===== src/rtl/psq_pkg.sv =====
// shared types and constants for the precharge and charge sequencer
`default_nettype none

package psq_pkg;

    localparam int unsigned MV_W      = 20;
    localparam int unsigned SCALED_W  = 24;
    localparam int unsigned CELL_W    = 16;
    localparam int unsigned CMD_W     = 16;
    localparam int unsigned CNT_W     = 4;
    localparam int unsigned CFG_IDX_W = 4;
    localparam int unsigned CFG_DATA_W = 16;

    localparam logic [CNT_W-1:0] COUNT_MAX = 4'd15;

    localparam logic [CNT_W-1:0]  SETTLE_LIMIT_RST = 4'd3;
    localparam logic [CELL_W-1:0] CELL_FULL_RST    = 16'd4200;
    localparam logic [CMD_W-1:0]  VOLT_SET_RST     = 16'd420;
    localparam logic [CMD_W-1:0]  AMPS_SET_RST     = 16'd50;

    localparam logic [CFG_IDX_W-1:0] CFG_SETTLE_LIMIT = 4'd0;
    localparam logic [CFG_IDX_W-1:0] CFG_CELL_FULL    = 4'd1;
    localparam logic [CFG_IDX_W-1:0] CFG_VOLT_SET     = 4'd2;
    localparam logic [CFG_IDX_W-1:0] CFG_AMPS_SET     = 4'd3;

    typedef enum logic [1:0] {
        MODE_IDLE      = 2'd0,
        MODE_PRECHARGE = 2'd1,
        MODE_ACTIVE    = 2'd2,
        MODE_CHARGING  = 2'd3
    } mode_t;

    typedef struct packed {
        mode_t             mode;
        logic [CNT_W-1:0]  settle_count;
        logic              pos_contactor;
    } seq_state_t;

    typedef struct packed {
        logic [CNT_W-1:0]  settle_limit;
        logic [CELL_W-1:0] cell_full_mv;
        logic [CMD_W-1:0]  volt_set;
        logic [CMD_W-1:0]  amps_set;
    } seq_cfg_t;

    typedef struct packed {
        mode_t             mode;
        logic              pos_contactor_close;
        logic              charger_on;
        logic [CMD_W-1:0]  charger_volts_cmd;
        logic [CMD_W-1:0]  charger_amps_cmd;
        logic              charge_done;
    } seq_result_t;

endpackage

`default_nettype wire


===== src/rtl/psq_step.sv =====
// one tick of the sequencer: next state and result from current state
`default_nettype none

module psq_step (
    input  wire psq_pkg::seq_state_t            cur,
    input  wire psq_pkg::seq_cfg_t              cfg,
    input  wire                                 neg_closed,
    input  wire                                 pin_level,
    input  wire [psq_pkg::SCALED_W-1:0]         pre_x10,
    input  wire [psq_pkg::SCALED_W-1:0]         pack_x9,
    input  wire [psq_pkg::CELL_W-1:0]           top_cell,
    output psq_pkg::seq_state_t                 nxt,
    output psq_pkg::seq_result_t                res
);
    import psq_pkg::*;

    mode_t pin_mode;
    logic  volt_ok;

    assign volt_ok = pre_x10 > pack_x9;

    // next state
    always_comb
    begin
        pin_mode = cur.mode;
        nxt      = cur;
        if (!pin_level && cur.mode == MODE_ACTIVE)
        begin
            pin_mode = MODE_CHARGING;
        end
        else if (pin_level && cur.mode == MODE_CHARGING)
        begin
            pin_mode = MODE_ACTIVE;
        end
        if (pin_mode == MODE_IDLE && neg_closed)
        begin
            pin_mode = MODE_PRECHARGE;
        end
        nxt.mode = pin_mode;
        if (pin_mode == MODE_PRECHARGE)
        begin
            priority if (volt_ok && cur.settle_count > cfg.settle_limit)
            begin
                nxt.pos_contactor = 1'b1;
                nxt.mode          = MODE_ACTIVE;
            end
            else if (neg_closed && volt_ok)
            begin
                if (cur.settle_count < COUNT_MAX)
                begin
                    nxt.settle_count = cur.settle_count + 1'b1;
                end
            end
            else
            begin
                nxt.pos_contactor = 1'b0;
                nxt.settle_count  = '0;
            end
        end
    end

    // outputs from the updated state
    always_comb
    begin
        res.mode                = nxt.mode;
        res.pos_contactor_close = nxt.pos_contactor;
        res.charger_on          = 1'b0;
        res.charger_volts_cmd   = '0;
        res.charger_amps_cmd    = '0;
        res.charge_done         = 1'b0;
        if (nxt.mode == MODE_CHARGING)
        begin
            res.charger_on        = 1'b1;
            res.charger_volts_cmd = cfg.volt_set;
            res.charger_amps_cmd  = cfg.amps_set;
            res.charge_done       = top_cell > cfg.cell_full_mv;
        end
    end

endmodule

`default_nettype wire


===== src/rtl/precharge_charge_sequencer_top.sv =====
// top level of the precharge and charge sequencer
// an accepted transaction passes the input register and then the result register to the output port
// throughput: one transaction per cycle while the output is not stalled, set by the single tick update stage
// input register holds scaled voltages, result register feeds the output port
// reset (async, active low): idle mode, counter zero, contactor open,
// configuration back to defaults, both pipeline stages empty
`default_nettype none

module precharge_charge_sequencer_top (
    input  wire                                 clk,
    input  wire                                 rst_n,
    // configuration write port
    input  wire                                 cfg_we,
    input  wire [psq_pkg::CFG_IDX_W-1:0]        cfg_index,
    input  wire [psq_pkg::CFG_DATA_W-1:0]       cfg_data,
    // input channel
    input  wire                                 in_valid,
    output logic                                in_stall,
    input  wire                                 neg_contactor_closed,
    input  wire                                 charge_pin_level,
    input  wire [psq_pkg::MV_W-1:0]             precharge_mv,
    input  wire [psq_pkg::MV_W-1:0]             pack_mv,
    input  wire [psq_pkg::CELL_W-1:0]           top_cell_mv,
    // output channel
    output logic                                out_valid,
    input  wire                                 out_stall,
    output logic [1:0]                          mode,
    output logic                                pos_contactor_close,
    output logic                                charger_on,
    output logic [psq_pkg::CMD_W-1:0]           charger_volts_cmd,
    output logic [psq_pkg::CMD_W-1:0]           charger_amps_cmd,
    output logic                                charge_done
);
    import psq_pkg::*;

    // configuration registers
    seq_cfg_t    cfg_reg;

    // sequencer state
    seq_state_t  state_reg;
    seq_state_t  state_next;

    // input stage: payload held with voltages already scaled for the 90% test
    logic                 s1_valid_reg;
    logic                 s1_neg_reg;
    logic                 s1_pin_reg;
    logic [SCALED_W-1:0]  s1_pre_x10_reg;
    logic [SCALED_W-1:0]  s1_pack_x9_reg;
    logic [CELL_W-1:0]    s1_top_reg;

    // result stage
    logic                 out_valid_reg;
    seq_result_t          res_reg;
    seq_result_t          res_next;

    logic                 advance;
    logic                 in_take;
    logic [SCALED_W-1:0]  pre_ext;
    logic [SCALED_W-1:0]  pack_ext;

    // the input stage moves on whenever the result register is free or drains
    assign advance  = s1_valid_reg && (!out_valid_reg || !out_stall);
    assign in_stall = s1_valid_reg && !advance;
    assign in_take  = in_valid && !in_stall;

    // 10 * precharge versus 9 * pack, done as shift and add
    assign pre_ext  = SCALED_W'(precharge_mv);
    assign pack_ext = SCALED_W'(pack_mv);

    always_ff @(posedge clk or negedge rst_n)
    begin
        if (!rst_n)
        begin
            cfg_reg.settle_limit <= SETTLE_LIMIT_RST;
            cfg_reg.cell_full_mv <= CELL_FULL_RST;
            cfg_reg.volt_set     <= VOLT_SET_RST;
            cfg_reg.amps_set     <= AMPS_SET_RST;
        end
        else if (cfg_we)
        begin
            // writes past the last register are dropped
            unique case (cfg_index)
                CFG_SETTLE_LIMIT: cfg_reg.settle_limit <= cfg_data[CNT_W-1:0];
                CFG_CELL_FULL:    cfg_reg.cell_full_mv <= cfg_data[CELL_W-1:0];
                CFG_VOLT_SET:     cfg_reg.volt_set     <= cfg_data[CMD_W-1:0];
                CFG_AMPS_SET:     cfg_reg.amps_set     <= cfg_data[CMD_W-1:0];
                default:          ;
            endcase
        end
    end

    // input stage control
    always_ff @(posedge clk or negedge rst_n)
    begin
        if (!rst_n)
        begin
            s1_valid_reg <= 1'b0;
        end
        else if (in_take)
        begin
            s1_valid_reg <= 1'b1;
        end
        else if (advance)
        begin
            s1_valid_reg <= 1'b0;
        end
    end

    // input stage payload
    always_ff @(posedge clk)
    begin
        if (in_take)
        begin
            s1_neg_reg     <= neg_contactor_closed;
            s1_pin_reg     <= charge_pin_level;
            s1_pre_x10_reg <= (pre_ext << 3) + (pre_ext << 1);
            s1_pack_x9_reg <= (pack_ext << 3) + pack_ext;
            s1_top_reg     <= top_cell_mv;
        end
    end

    // one tick of the precharge and charge rules
    psq_step u_step (
        .cur        (state_reg),
        .cfg        (cfg_reg),
        .neg_closed (s1_neg_reg),
        .pin_level  (s1_pin_reg),
        .pre_x10    (s1_pre_x10_reg),
        .pack_x9    (s1_pack_x9_reg),
        .top_cell   (s1_top_reg),
        .nxt        (state_next),
        .res        (res_next)
    );

    // state commits only when the transaction moves into the result register
    always_ff @(posedge clk or negedge rst_n)
    begin
        if (!rst_n)
        begin
            state_reg.mode          <= MODE_IDLE;
            state_reg.settle_count  <= '0;
            state_reg.pos_contactor <= 1'b0;
        end
        else if (advance)
        begin
            state_reg <= state_next;
        end
    end

    // result stage control
    always_ff @(posedge clk or negedge rst_n)
    begin
        if (!rst_n)
        begin
            out_valid_reg <= 1'b0;
        end
        else if (advance)
        begin
            out_valid_reg <= 1'b1;
        end
        else if (!out_stall)
        begin
            out_valid_reg <= 1'b0;
        end
    end

    // result stage payload
    always_ff @(posedge clk)
    begin
        if (advance)
        begin
            res_reg <= res_next;
        end
    end

    assign out_valid           = out_valid_reg;
    assign mode                = res_reg.mode;
    assign pos_contactor_close = res_reg.pos_contactor_close;
    assign charger_on          = res_reg.charger_on;
    assign charger_volts_cmd   = res_reg.charger_volts_cmd;
    assign charger_amps_cmd    = res_reg.charger_amps_cmd;
    assign charge_done         = res_reg.charge_done;

endmodule

`default_nettype wire

===== config.mk =====
export PLATFORM = sky130hd
export DESIGN_NAME = precharge_charge_sequencer_top
export DESIGN_NICKNAME = d
export VERILOG_FILES = /design/src/rtl/psq_pkg.sv /design/src/rtl/psq_step.sv /design/src/rtl/precharge_charge_sequencer_top.sv
export SDC_FILE = /design/constraint.sdc
export NUM_CORES = 1
export LEC_CHECK = 0
export ABC_CLOCK_PERIOD_IN_PS = 3800
export BUFFER_PORTS_ARGS = -buffer_cell sky130_fd_sc_hd__clkbuf_2
export CAP_MARGIN = 20
export CORE_AREA = 3 3 159 161
export CTS_BUF_LIST = sky130_fd_sc_hd__clkbuf_16
export DETAILED_ROUTE_END_ITERATION = 10
export DIE_AREA = 0 0 162 164
export PLACE_DENSITY = 0.63
export SETUP_SLACK_MARGIN = 0.2
export SKIP_CTS_REPAIR_TIMING = 1
export SLEW_MARGIN = 5
export SYNTH_ARGS = -nofsm -noshare
export SYNTH_HDL_FRONTEND = slang
export SYNTH_HIERARCHICAL = 1
export SYNTH_SLANG_ARGS = --single-unit

===== constraint.sdc =====
create_clock -name clk -period 3.8 [get_ports clk]
set_input_delay 0.95 -clock clk [delete_from_list [all_inputs] [get_ports clk]]
set_output_delay 0.95 -clock clk [all_outputs]
set_load 0.1 [all_outputs]

Yosys cells after proc, flatten, opt, wreduce, memory -nomap -nowiden
Cells that the tools add are included.

Flip-flop bits (word level): 164. Input bits: 83.

Equality and inequality tests: 9. Bitwise operators: 1. Magnitude comparators: 4. Reduce and logical (&&, ||, !) cells: 22. Mux-type cells: 15. Add/sub/neg operators: 3.

Operators by type and width (count): 34-bit 2-to-1 mux (1); 23-bit by 20-bit adder with 24-bit output (1); 23-bit by 21-bit adder with 24-bit output (1); 24-bit > comparator (1); 16-bit > comparator (1); 4-bit 2-to-1 mux (3); 4-bit by 2-bit equality test with 1-bit output (second input constant) (2); 1-bit logical AND (8); 2-bit 2-to-1 mux (4); 2-bit AND reduction (4); 7-bit 2-to-1 mux (1); 2-bit equality test (second input constant) (3); 1-bit 2-to-1 mux (6); 1-bit zero test (5); 4-bit by 1-bit adder with 4-bit output (second input constant) (1); 4-bit by 1-bit equality test with 1-bit output (second input constant) (1); 4-bit > comparator (1); 4-bit zero test (1); 4-bit less-than comparator (second input constant) (1); 4-bit AND reduction (1); 2-bit by 1-bit equality test with 1-bit output (second input constant) (1); 2-bit zero test (1); 2-bit by 1-bit inequality test with 1-bit output (second input constant) (1); 2-bit inequality test (second input constant) (1); 3 further kinds (3).

Depth between registers and ports, before layout
Depth after elaboration: 11. Mapped depth: 9. Gate-level depth less buffers: 9.

Hierarchy
Netlist, hierarchy kept.

By module, submodules not included: precharge_charge_sequencer_top (cells each 475, area each 7170.6 um2, instances 1); psq_step (cells each 231, area each 1630.3 um2, instances 1).

Least setup slack after synthesis
Ideal clock, no wire load.

Kind: in2reg. From: in out_stall. To: reg state_reg[0] (netlist bit). Buffers on the path: 0. Cell stages on the path: 2. Setup slack: 0.136 ns. Arrival time: 3.536 ns. Path through: a21boi_1 > mux2_2.

Cells in the longest elaborated chain, start to end: 3.

Ends and longest elaborated chain: start, declared (RTL line precharge_charge_sequencer_top.sv:26) `input wire out_stall,`; 1-bit zero test; 1-bit logical OR (RTL line precharge_charge_sequencer_top.sv:62) `assign advance = s1_valid_reg && (!out_valid_reg || !out_stall);`; 1-bit logical AND (RTL line precharge_charge_sequencer_top.sv:62); end signal, assigned (RTL line precharge_charge_sequencer_top.sv:146) `state_reg <= state_next;`; end, declared (RTL line precharge_charge_sequencer_top.sv:40) `seq_state_t state_reg;`.

No other way between the ends. A chain may end at the register's enable or synchronous reset.

Worst setup path in the final report
From: in precharge_mv[0] (netlist bit). To: reg s1_pre_x10_reg[23], data pin.

Cells in the longest elaborated chain, start to end: 1.

Ends and longest elaborated chain: start, declared (RTL line precharge_charge_sequencer_top.sv:21) `input wire [psq_pkg::MV_W-1:0] precharge_mv,`; 23-bit by 21-bit adder with 24-bit output (RTL line precharge_charge_sequencer_top.sv:116) `s1_pre_x10_reg <= (pre_ext << 3) + (pre_ext << 1);`; end signal, assigned (RTL line precharge_charge_sequencer_top.sv:116); end, declared (RTL line precharge_charge_sequencer_top.sv:47) `logic [SCALED_W-1:0] s1_pre_x10_reg;`.

No other way between the ends.

==> metrics.md <==
| Metric | Value |
|---|---|
| Placed inst area | 0.009804 mm2 |
| Synth Cell Area | 0.008801 mm2 |
| Worst r2r path cells | 8 |
| CP required | 3.98 ns |
| Core ar. | 0.02411 mm2 |
| Detail Route Antenna Nets | 0 |
| Post-detail-place hpwl | 13110 um |
| Synth top area cells | edfxtp_1 35%, dfrtp_1 14%, ha_1 11% |
| Initial antenna violation count | 0 |
| Largest net degree at the start of global routing | 66 |
| Die Footprint | 0.02657 mm2 |
| Most frequent cells in the layout | 121 x clkbuf_2, 102 x edfxtp_1, 80 x ha_1 |
| H-Tree Depth | 4 |
| Initial Utilization | 0.3651 |
| # clock sinks | 163 |
| R2R Path Start | s1_pre_x10_reg[3]$_DFFE_PP_ |
| Max Used Layer | met4 |
| Cts bufs inserted | 17 |
| Rows | 57 |
| Setup Viol. Count Final | 0 |
| Worst-Margin Slew | 0.8591 ns |
| RSZ-0062 raised after global routing | false |
| GPL Wtd Cong | 0.8619 |
| Met1 WL | 7755 um |
| Fmax | 0.3600 GHz |
| Hold_ws | 0.4939 ns |
| Setup TNS | 0 ns |
| Sequential share of power | 0.428 |
| Distinct cell type count after synthesis | 70 |
| Syn_area_per_cell | 12.47 um2 |
| Tmin final | 2.778 ns |
| Crit Path Category | input pin to flop |
| Met3 wire len | 734 um |
| Leakage | 4.586 nW |
| CTS root buf | clkbuf_16 |
| First-pass GRT wire length | 27950 um |
| Total grt overflow | 0 |
| Final slew viol count | 0 |
| Vias | 5663 |
| Worst slew margin | 0.4273 |
| Int Pwr | 3.659 mW |
| Fin. Hold Viols | 0 |
| Status | finished clean |
| Fin area | 0.01041 mm2 |
| Combinational Power Share | 0.262 |
| Number of max-cap violations | 0 |
| Drt first pass iters | 4 |
| Fillers | 2295 |
| Die H | 164 um |
| Setup crit end kind | flop |
| Cell Pwr Density | 530.2 mW/mm2 |
| Switching power | 1.860 mW |
| Vias in the first global route | 5639 |
| Maximum vdd drop | 0.0003030 V |
| Worst-path clk slew | 0.07 ns |
| Top FF cell, synth | edfxtp_1 |
| Reg-to-reg endpoint | state_reg[2]$_DFFE_PN0P_ |
| WL/cell | 14.41 um |
| R2r setup slk | 1.25 ns |
| Seq cells post-synth | 163 |
| Fin crit share | 0.7310 |
| Clk Latency, worst-skew pair | 0.43 ns |
| Clock power share | 0.310 |
| Share of layout cells above drive strength 1 | 0.3055 |
| Post-Route Skew | 0.01335 ns |
| Crit path capture | s1_pre_x10_reg[23]$_DFFE_PP_ |
| Met2 Wirelength | 8232 um |
| HP Class | flop to flop |
| Commonest non-fill, non-tap cell in the layout | clkbuf_2 |
| Total track usage | 0.1323 |
| Clk buf depth | 2 |
| N_diodes | 0 |
| Die X-Extent | 162 um |
| Number of synthesized flops with an enable pin | 102 |
| Final nets | 1003 |
| Startpoint types | input pin |
| Starting DRT DRC Count | 284 |
| Share of the synthesized area in the top cell type | 0.3480 |
| Critical path arrival | 2.96 ns |
| Final core occ | 0.4318 |
| Via-per-instance ratio | 4.820 |
| PortBufs | 121 |
| Switch share | 0.3370 |
| Sequential area share after synthesis | 0.5233 |
| # IOs | 122 |
| Yosys warnings | 6 |
| CTS tree | built |
| Asr flop ratio synth | 0.3742 |
| Syn Inst Count | 706 |
| Drc violations | 0 |
| Syn nets | 871 |
| Crit. Startpoint | precharge_mv[0] |
| Largest area contributor in the netlist | edfxtp_1 |
| Area delta synth->final | 18.27% |
| Max reg flops | 52 |
| Drt total wl | 16930 um |
| Max FO, Critical Path | 4 |
## how the worst min path moves through the flow
| stage | endpoint | from | cells after the start | slack (ns) |
|---|---|---|---|---|
| final | out_valid$_DFFE_PN0P_ | s1_valid_reg$_DFFE_PN0P_ | 1 | 0.49 |
| after global routing | out_valid$_DFFE_PN0P_ | s1_valid_reg$_DFFE_PN0P_ | 1 | 0.50 |
| after global placement | out_valid$_DFFE_PN0P_ | s1_valid_reg$_DFFE_PN0P_ | 1 | 0.46 |
| after CTS | out_valid$_DFFE_PN0P_ | s1_valid_reg$_DFFE_PN0P_ | 1 | 0.49 |
| after floorplan | out_valid$_DFFE_PN0P_ | s1_valid_reg$_DFFE_PN0P_ | 1 | 0.44 |
| after detailed placement | out_valid$_DFFE_PN0P_ | s1_valid_reg$_DFFE_PN0P_ | 1 | 0.47 |
## power by group through the flow
stage | sequential (mW) | combinational, mW | clock, mW
2_1_floorplan | 2.76 | 0.828 | 0
5_1_grt | 2.39 | 1.60 | 1.85
3_3_place_gp | 2.39 | 1.44 | 0
4_1_cts | 2.36 | 1.47 | 1.76
3_5_place_dp | 2.40 | 1.46 | 0
6_report | 2.36 | 1.45 | 1.71
## metrics by stage
stage | power (mW) | cells | worst slack (ns)
5_1_grt | 5.845 | 1175 | 0.9049
6_report | 5.519 | 1175 | 1.022
3_5_place_dp | 3.858 | 1143 | 0.5749
4_1_cts | 5.589 | 1175 | 1.032
3_3_place_gp | 3.829 | 1143 | 0.6219
2_1_floorplan | 3.586 | 706 | 0.7478
## cell type report
type | count | area [um2] | area share
clock buffers | 17 | 425.4 | 0.04087
clock inverters | 15 | 178.9 | 0.01719
inverters | 57 | 214.0 | 0.02056
multi-input cells | 474 | 3931 | 0.3777
flip-flops and latches | 163 | 4606 | 0.4425
well taps | 324 | 405.4 | 0.03895
repair buffers | 125 | 648.1 | 0.06227
## cell usage after synthesis, drive strengths merged (3+ instances only)
library cell and n:
a31oi 5, nand4 12, mux2 59, xnor2 22, nor3 5, o21ai 24
dfstp 13, and3 4, and2 37, o31ai 3, nand2 25, clkbuf 4
nor2 25, nor2b 7, edfxtp 102, o21a 12, o211ai 7, ha 80
xor2 9, nand3 16, a211oi 4, inv 57, dfrtp 48, a221oi 3
a21oi 46, a21o 27, nand2b 5, buf 8, a2bb2oi 6
## logic make-up after synthesis
| group | Yosys count | synth area share |
|---|---|---|
| simple gates | 146 | 0.09440 |
| flops | 163 | 0.5233 |
| fa+ha+maj | 82 | 0.1183 |
| other cells | 1 | 0.0004261 |
| xor+xnor | 31 | 0.03085 |
| buf+inv | 69 | 0.03142 |
| compound gates | 154 | 0.1247 |
| mux | 60 | 0.07663 |
## per-layer routing
layer	up-vias	GRT usage
met5	-	0
met4	0	0.03839
met3	16	0.02926
met2	116	0.2258
met1	2652	0.1695
li1	2879	-
## critical path, cell delays in order
cell and delay (ns):
clkbuf_2 0.09, ha_1 0.23, fa_1 0.41, a21o_1 0.19
a21o_1 0.20, a21oi_2 0.18, o21a_4 0.18, o21ai_2 0.10
a22o_1 0.24, and3_1 0.18
Power figures use the tool's default switching activity.
